$ cat config.mk
export PLATFORM = sky130hd
export DESIGN_NAME = packet_header_deframer
export DESIGN_NICKNAME = d
export VERILOG_FILES = /design/src/rtl/core/phd_pkg.sv /design/src/rtl/core/packet_header_deframer.sv /design/src/rtl/core/phd_parser.sv
export SDC_FILE = /design/constraint.sdc
export NUM_CORES = 1
export LEC_CHECK = 0
export ABC_AREA = 1
export ABC_CLOCK_PERIOD_IN_PS = 7300
export BUFFER_PORTS_ARGS = -buffer_cell sky130_fd_sc_hd__buf_2
export CAP_MARGIN = 15
export CORE_ASPECT_RATIO = 2
export CORE_MARGIN = 2
export CORE_UTILIZATION = 25
export CTS_CLUSTER_DIAMETER = 200
export DETAILED_ROUTE_END_ITERATION = 10
export PLACE_DENSITY = 0.52
export SETUP_SLACK_MARGIN = 0.02
export SYNTH_ARGS = -nofsm -noshare
export SYNTH_HDL_FRONTEND = slang
export SYNTH_SLANG_ARGS = --single-unit
$ cat constraint.sdc
create_clock -name clk_i -period 7.3 [get_ports clk_i]
set_input_delay 1.825 -clock clk_i [delete_from_list [all_inputs] [get_ports clk_i]]
set_output_delay 1.825 -clock clk_i [all_outputs]
set_load 0.01 [all_outputs]
$ cat src/rtl/core/phd_pkg.sv
// ----------------------------------------------------------------------------
// phd_pkg
// Shared types and constants of the packet header deframer.
// ----------------------------------------------------------------------------
package phd_pkg;

  // Header layout, big-endian, in bytes
  localparam int unsigned HeaderBytes   = 15;
  localparam int unsigned DestEnd       = 4;
  localparam int unsigned SourceEnd     = 8;
  localparam int unsigned AckEnd        = 10;
  localparam int unsigned SequenceEnd   = 14;

  localparam int unsigned PosWidth      = 8;
  localparam int unsigned TdataOutWidth = 136;

  localparam logic [7:0] PayloadLimitReset = 8'd8;

  typedef enum logic [1:0] {
    KindBegin = 2'd0,
    KindAck   = 2'd1,
    KindEnd   = 2'd2,
    KindData  = 2'd3
  } packet_kind_e;

  typedef enum logic {
    ItemHeader  = 1'b0,
    ItemPayload = 1'b1
  } item_kind_e;

  typedef struct packed {
    item_kind_e   item_kind;
    logic [31:0]  destination_addr;
    logic [31:0]  source_address;
    logic [15:0]  acknowledge_id;
    logic [31:0]  sequence_value;
    logic [7:0]   payload_count;
    packet_kind_e packet_kind;
    logic         length_error;
    logic [7:0]   payload_byte;
    logic         frame_last;
  } phd_result_t;

endpackage

$ cat src/rtl/core/packet_header_deframer.sv
// ----------------------------------------------------------------------------
// packet_header_deframer
// Splits a received byte stream into a header result and payload bytes.
// ----------------------------------------------------------------------------
// Usage:
//   The slave stream carries one raw frame byte per transfer. The first 15
//   bytes of a frame are the big-endian header (destination, source,
//   acknowledge id, sequence, payload length). No result is produced for the
//   first 14 header bytes; the length byte yields one header result
//   (tuser = 0) with the decoded packet kind and the length error flag. Each
//   following payload byte is forwarded as one result (tuser = 1). tlast
//   marks the final result of a frame, then the next byte starts a new frame.
//   A result is registered and appears in the cycle after its input transfer;
//   one byte is taken every cycle while the master side keeps up. A single result register
//   sits between the sides: a stalled receiver holds it and s_axis_tready
//   drops until the result is taken. cfg_we_i writes the payload limit; it
//   is to be written only while no frame is in progress. Reset returns the
//   block to the start of a header and sets the limit to 8.
// ----------------------------------------------------------------------------
module packet_header_deframer (
  input  logic         clk_i,
  input  logic         rst_ni,
  input  logic         cfg_we_i,
  input  logic [7:0]   cfg_wdata_i,
  input  logic         s_axis_tvalid,
  output logic         s_axis_tready,
  input  logic [7:0]   s_axis_tdata,   // [7:0] in_byte
  output logic         m_axis_tvalid,
  input  logic         m_axis_tready,
  // [31:0] destination_addr, [63:32] source_address, [79:64] acknowledge_id,
  // [111:80] sequence_value, [119:112] payload_count, [121:120] packet_kind,
  // [122] length_error, [130:123] payload_byte, [135:131] zero
  output logic [phd_pkg::TdataOutWidth-1:0] m_axis_tdata,
  output logic         m_axis_tuser,   // [0] item_kind
  output logic         m_axis_tlast    // frame_last
);
  import phd_pkg::*;

  logic [7:0]  limit_q;
  logic        out_valid_q, out_valid_d;
  phd_result_t out_q, out_d;
  logic        step;
  logic        res_valid;
  phd_result_t res;

  assign s_axis_tready = !out_valid_q || m_axis_tready;
  assign step          = s_axis_tvalid && s_axis_tready;

  phd_parser u_parser (
    .clk_i       (clk_i),
    .rst_ni      (rst_ni),
    .step_i      (step),
    .byte_i      (s_axis_tdata),
    .limit_i     (limit_q),
    .res_valid_o (res_valid),
    .res_o       (res)
  );

  always_comb begin
    out_valid_d = out_valid_q;
    out_d       = out_q;
    if (m_axis_tready) begin
      out_valid_d = 1'b0;
    end
    if (step && res_valid) begin
      out_valid_d = 1'b1;
      out_d       = res;
    end
  end

  always_ff @(posedge clk_i or negedge rst_ni) begin
    if (!rst_ni) begin
      limit_q     <= PayloadLimitReset;
      out_valid_q <= 1'b0;
    end else begin
      if (cfg_we_i) begin
        limit_q <= cfg_wdata_i;
      end
      out_valid_q <= out_valid_d;
    end
  end

  always_ff @(posedge clk_i) begin
    out_q <= out_d;
  end

  assign m_axis_tvalid = out_valid_q;
  assign m_axis_tuser  = out_q.item_kind;
  assign m_axis_tlast  = out_q.frame_last;
  assign m_axis_tdata  = {5'd0,
                          out_q.payload_byte,
                          out_q.length_error,
                          out_q.packet_kind,
                          out_q.payload_count,
                          out_q.sequence_value,
                          out_q.acknowledge_id,
                          out_q.source_address,
                          out_q.destination_addr};

`ifndef ASSERT_OFF
  a_payload_clean: assert property (@(posedge clk_i) disable iff (!rst_ni)
    m_axis_tvalid && (m_axis_tuser == ItemPayload) |-> m_axis_tdata[122:0] == '0)
    else $error("payload result carries header fields");

  a_header_clean: assert property (@(posedge clk_i) disable iff (!rst_ni)
    m_axis_tvalid && (m_axis_tuser == ItemHeader) |->
      m_axis_tdata[130:123] == 8'd0 &&
      m_axis_tlast == (m_axis_tdata[119:112] == 8'd0))
    else $error("header result fields inconsistent");

  a_load_on_result: assert property (@(posedge clk_i) disable iff (!rst_ni)
    step && res_valid |=> m_axis_tvalid)
    else $error("result lost after accepted byte");
`endif

endmodule

$ cat src/rtl/core/phd_parser.sv
// ----------------------------------------------------------------------------
// phd_parser
// Frame state: header assembly, kind decode and payload byte counting.
// ----------------------------------------------------------------------------
module phd_parser (
  input  logic                clk_i,
  input  logic                rst_ni,
  input  logic                step_i,
  input  logic [7:0]          byte_i,
  input  logic [7:0]          limit_i,
  output logic                res_valid_o,
  output phd_pkg::phd_result_t res_o
);
  import phd_pkg::*;

  logic                payload_q, payload_d;
  logic [PosWidth-1:0] pos_q, pos_d;
  logic [31:0]         dest_q, dest_d;
  logic [31:0]         source_q, source_d;
  logic [15:0]         ack_q, ack_d;
  logic [31:0]         seq_q, seq_d;
  logic [7:0]          len_q, len_d;

  logic                pay_last;
  logic                len_byte;
  packet_kind_e        kind;

  assign pay_last = ({1'b0, pos_q} + 9'd1) >= {1'b0, len_q};
  assign len_byte = (pos_q == PosWidth'(HeaderBytes - 1));

  always_comb begin
    if (byte_i != 8'd0) begin
      kind = KindData;
    end else if (seq_q == 32'd0) begin
      kind = KindBegin;
    end else if (seq_q == 32'hFFFF_FFFF) begin
      kind = KindEnd;
    end else begin
      kind = KindAck;
    end
  end

  always_comb begin
    payload_d   = payload_q;
    pos_d       = pos_q;
    dest_d      = dest_q;
    source_d    = source_q;
    ack_d       = ack_q;
    seq_d       = seq_q;
    len_d       = len_q;
    res_valid_o = 1'b0;
    res_o       = '0;

    if (payload_q) begin
      res_valid_o        = 1'b1;
      res_o.item_kind    = ItemPayload;
      res_o.payload_byte = byte_i;
      res_o.frame_last   = pay_last;
      if (step_i) begin
        if (pay_last) begin
          payload_d = 1'b0;
          pos_d     = '0;
        end else begin
          pos_d = pos_q + PosWidth'(1);
        end
      end
    end else begin
      res_valid_o            = len_byte;
      res_o.item_kind        = ItemHeader;
      res_o.destination_addr = dest_q;
      res_o.source_address   = source_q;
      res_o.acknowledge_id   = ack_q;
      res_o.sequence_value   = seq_q;
      res_o.payload_count    = byte_i;
      res_o.packet_kind      = kind;
      res_o.length_error     = byte_i > limit_i;
      res_o.frame_last       = (byte_i == 8'd0);
      if (step_i) begin
        priority if (pos_q < PosWidth'(DestEnd)) begin
          dest_d = {dest_q[23:0], byte_i};
        end else if (pos_q < PosWidth'(SourceEnd)) begin
          source_d = {source_q[23:0], byte_i};
        end else if (pos_q < PosWidth'(AckEnd)) begin
          ack_d = {ack_q[7:0], byte_i};
        end else if (pos_q < PosWidth'(SequenceEnd)) begin
          seq_d = {seq_q[23:0], byte_i};
        end else begin
          len_d = byte_i;
        end
        if (len_byte) begin
          pos_d     = '0;
          payload_d = (byte_i != 8'd0);
        end else begin
          pos_d = pos_q + PosWidth'(1);
        end
      end
    end
  end

  always_ff @(posedge clk_i or negedge rst_ni) begin
    if (!rst_ni) begin
      payload_q <= 1'b0;
      pos_q     <= '0;
    end else begin
      payload_q <= payload_d;
      pos_q     <= pos_d;
    end
  end

  // Header fields are fully rewritten in every frame before they are read
  always_ff @(posedge clk_i) begin
    dest_q   <= dest_d;
    source_q <= source_d;
    ack_q    <= ack_d;
    seq_q    <= seq_d;
    len_q    <= len_d;
  end

`ifndef ASSERT_OFF
  a_hdr_pos_range: assert property (@(posedge clk_i) disable iff (!rst_ni)
    !payload_q |-> pos_q <= PosWidth'(HeaderBytes - 1))
    else $error("header byte position out of range");

  a_pay_pos_range: assert property (@(posedge clk_i) disable iff (!rst_ni)
    payload_q |-> (pos_q < len_q))
    else $error("payload position past length");

  a_enter_payload: assert property (@(posedge clk_i) disable iff (!rst_ni)
    step_i && !payload_q && len_byte |=> payload_q == (len_q != 8'd0))
    else $error("payload phase entry does not match length");
`endif

endmodule
==> metrics.txt <==
# TYPE chip_impl_metric gauge
chip_impl_info{name="status",value="completed"} 1
chip_impl_metric{name="route.vias.total",unit=""} 5700
chip_impl_metric{name="total_leakage_power",unit="nW"} 5.22
chip_impl_metric{name="clock_tree.buffer_depth",unit=""} 3
chip_impl_info{name="layout_common_cells",value="sky130_fd_sc_hd__edfxtp_1, sky130_fd_sc_hd__inv_1, sky130_fd_sc_hd__buf_2, sky130_fd_sc_hd__nor2_1, sky130_fd_sc_hd__nand2_1"} 1
chip_impl_metric{name="synth_cells",unit=""} 761
chip_impl_metric{name="via_count_of_the_first_global_routing_pass",unit=""} 5792
chip_impl_metric{name="floorplan.initialDensity",unit="%"} 25.2
chip_impl_metric{name="cts.repair.resized",unit=""} 0
chip_impl_metric{name="worst_ep_arrival_time",unit="ns"} 2.16
chip_impl_metric{name="placed_area",unit="um2"} 11700
chip_impl_metric{name="worst_slew_pin_slew",unit="ns"} 0.943
chip_impl_metric{name="final_max_slew_viol_count",unit=""} 0
chip_impl_metric{name="final_cell_area",unit="um2"} 12500
chip_impl_metric{name="number_of_drc_markers_in_iteration_0",unit=""} 345
chip_impl_metric{name="critical_path_required",unit="ns"} 5.48
chip_impl_metric{name="synth-warning-count",unit=""} 0
chip_impl_metric{name="dr.pass1.iters",unit=""} 4
chip_impl_metric{name="avgViaCountPerCell",unit=""} 3.84
chip_impl_metric{name="cts_post_setup_buffers_inserted",unit=""} 0
chip_impl_metric{name="detail_route.wl_per_cell",unit="um"} 14.3
chip_impl_info{name="worst_setup_path_start_kind",value="primary input"} 1
chip_impl_metric{name="crit_buf_inv",unit=""} 3
chip_impl_info{name="cts_tree",value="done"} 1
chip_impl_metric{name="ys_async_sr_fraction",unit="%"} 6.64
chip_impl_metric{name="die-height",unit="um"} 291
chip_impl_metric{name="hold_ws",unit="ns"} 0.446
chip_impl_metric{name="synth-edff-count",unit=""} 253
chip_impl_metric{name="vdd_ir_drop_max",unit="uV"} 152
chip_impl_metric{name="gr-usage-all-layers",unit="%"} 9.83
chip_impl_metric{name="max-cap-violations",unit=""} 0
chip_impl_metric{name="grt_start_max_net_pins",unit=""} 114
chip_impl_metric{name="crit_path_max_incr_delay",unit="ns"} 0.14
chip_impl_metric{name="io-pin-count",unit=""} 161
chip_impl_metric{name="powerDensity",unit="nW/um2"} 351
chip_impl_metric{name="finalSetupViolations",unit=""} 0
chip_impl_info{name="mostFrequentLayoutCell",value="sky130_fd_sc_hd__edfxtp_1"} 1
chip_impl_info{name="cp_common_cell",value="sky130_fd_sc_hd__buf_2"} 1
chip_impl_metric{name="clkLatencyLatePin",unit="ns"} 0.54
chip_impl_metric{name="ant_nets",unit=""} 0
chip_impl_metric{name="final_net_count",unit=""} 970
chip_impl_metric{name="synth.lib_cells_used.distinct",unit=""} 32
chip_impl_metric{name="synth.cell_area",unit="um2"} 10300
chip_impl_metric{name="die_x",unit="um"} 147
chip_impl_metric{name="rows",unit=""} 105
chip_impl_metric{name="cts_inserted_buffers",unit=""} 27
chip_impl_metric{name="path_clk_slew",unit="ns"} 0.06
chip_impl_info{name="timing.critical_path.to_type",value="primary output"} 1
chip_impl_metric{name="ys_seq_area_share",unit="%"} 78.4
chip_impl_info{name="timing.critical_path.max_delay_family",value="buffers and inverters"} 1
chip_impl_metric{name="timing.setup.tns",unit="ns"} 0
chip_impl_metric{name="avgSynthCellArea",unit="um2"} 13.5
chip_impl_info{name="cpMaxStageDelayCell",value="sky130_fd_sc_hd__buf_2"} 1
chip_impl_info{name="clk_root_buffer_cell",value="sky130_fd_sc_hd__clkbuf_16"} 1
chip_impl_info{name="worst-setup-path-type",value="in2out"} 1
chip_impl_metric{name="drc",unit=""} 0
chip_impl_metric{name="final_hold_violations",unit=""} 0
chip_impl_metric{name="final_layout_size_suffix_gt1_share",unit="%"} 23.4
chip_impl_metric{name="power.total",unit="mW"} 4.38
chip_impl_metric{name="final_min_period_over_clock_period",unit="%"} 54.6
chip_impl_info{name="ys_dominant_reg_cell",value="sky130_fd_sc_hd__edfxtp_1"} 1
chip_impl_metric{name="globalRouteOverflowTotal",unit=""} 0
chip_impl_metric{name="antenna_found_initial",unit=""} 0
chip_impl_metric{name="num_antenna_cells",unit=""} 0
chip_impl_metric{name="r2r_slack",unit="ns"} 4.55
chip_impl_metric{name="final.min_clock_period",unit="ns"} 3.99
chip_impl_metric{name="design.die.area",unit="um2"} 42800
chip_impl_metric{name="cp_max_fo",unit=""} 3
chip_impl_metric{name="place_hpwl",unit="mm"} 14.4
chip_impl_metric{name="placeableCoreArea",unit="um2"} 40700
chip_impl_metric{name="number_of_clock_sinks",unit=""} 271
chip_impl_metric{name="wirelength",unit="mm"} 21.2
chip_impl_metric{name="timing.fmax",unit="MHz"} 251
chip_impl_metric{name="slew_headroom",unit="%"} 37.1
chip_impl_metric{name="port_buffers",unit=""} 155
chip_impl_metric{name="gp_routability_congestion",unit=""} 0.767
chip_impl_metric{name="syn2layout_area_growth",unit="%"} 21.8
chip_impl_info{name="cp_cell_sequence",value="buf_2 -> inv_2 -> nand2_1 -> buf_2"} 1
chip_impl_metric{name="wire_length_of_the_first_global_routing_pass",unit="mm"} 33.2
chip_impl_metric{name="clock_tree.htree_level_count",unit=""} 1
chip_impl_info{name="hp-class",value="reg2reg"} 1
chip_impl_metric{name="final.setup_skew",unit="ns"} 0.0134
chip_impl_metric{name="ctsHoldBuffers",unit=""} 0
chip_impl_metric{name="synth_seq_cells",unit=""} 271
chip_impl_info{name="rsz0062_at_grt",value="no"} 1
==> synthesized netlist by cell type, drive strengths merged (3+ instances only) <==
master	count	area share [%]
edfxtp	253	74
inv	167	6.1
nor2	145	5.5
nand2	76	2.8
nand4	20	1.2
buf	18	1.0
dfrtp	17	4.1
ha	17	2.1
o21ai	11	0.65
a21oi	9	0.44
clkbuf	5	0.18
nand3	5	0.37
nor3	4	0.24
xor2	4	0.34
nor4	3	0.18
==> worst register-to-register path, cell delays in order, from the launching register on <==
cell	delay [ns]
sky130_fd_sc_hd__dfrtp_4	0.76
sky130_fd_sc_hd__inv_1	0.24
sky130_fd_sc_hd__a21oi_4	0.70
sky130_fd_sc_hd__buf_12	0.55
==> per-stage QoR <==
step	setup WS, ns	utilization, %	cells
floorplan	0.974	-	765
global placement	3.26	28.7	1438
detailed placement	3.21	28.7	1438
CTS	3.31	30.7	1483
global route	3.29	30.7	1483
finish	3.31	30.7	1483
==> power breakdown <==
group	internal [mW]	switching, mW
sequential	2.12	0.160
combinational	0.256	0.570
clock	0.714	0.563
==> worst paths after layout <==
| kind | cells past startpoint | from | end |
|---|---|---|---|
| worst max-delay path | 4 | m_axis_tready | s_axis_tready |
| worst min-delay path | 0 | u_parser.ack_q[1] | u_parser.ack_q[9] |
| worst max register to register | 3 | u_parser.payload_q | m_axis_tdata[35] |
| worst min register to register | 0 | u_parser.ack_q[1] | u_parser.ack_q[9] |
| max in group asynchronous | 1 | rst_ni | limit_q[3] |
| min in group asynchronous | 1 | rst_ni | limit_q[7] |
==> routing by layer <==
metal	share of wire, %	track usage [%]
met4	2.0	3.00
met2	45	15.7
met3	6.7	2.21
met1	46	13.4
met5	0	0
==> cells by family (layout without fill, tap and decap cells) <==
kind of cell             count (synthesis)  in the layout  synth area share, %
AO/OA/AOI/OAI                           23             23                 1.30
XOR/XNOR                                 4              4                0.341
adder cells (fa/ha/maj)                 17             17                 2.07
buffers and inverters                  190            373                 7.29
flip-flops                             271            271                 78.4
multiplexers                             1              1                0.110
other                                    1              5               0.0365
AND/OR/NAND/NOR                        254            254                 10.4
==> flip-flops by register name (all words and copies together), names as in the netlist <==
name	flops
u_parser.dest_q	32
m_axis_tdata	131
u_parser.ack_q	16
m_axis_tlast	1
limit_q	8
u_parser.source_q	32
m_axis_tuser	1
u_parser.pos_q	8
m_axis_tvalid	1
u_parser.seq_q	32
u_parser.len_q	8
u_parser.payload_q	1
==> layout make-up <==
class                      count  area [um2]
clock buffer                  32         694
clock inverter                13         106
fill                        4152       28200
inverter                     167         627
multi-input combinational    304        1520
sequential                   271        8050
tap                          535         669
timing repair buffer         161         833
(Power assumes the default switching activity.)
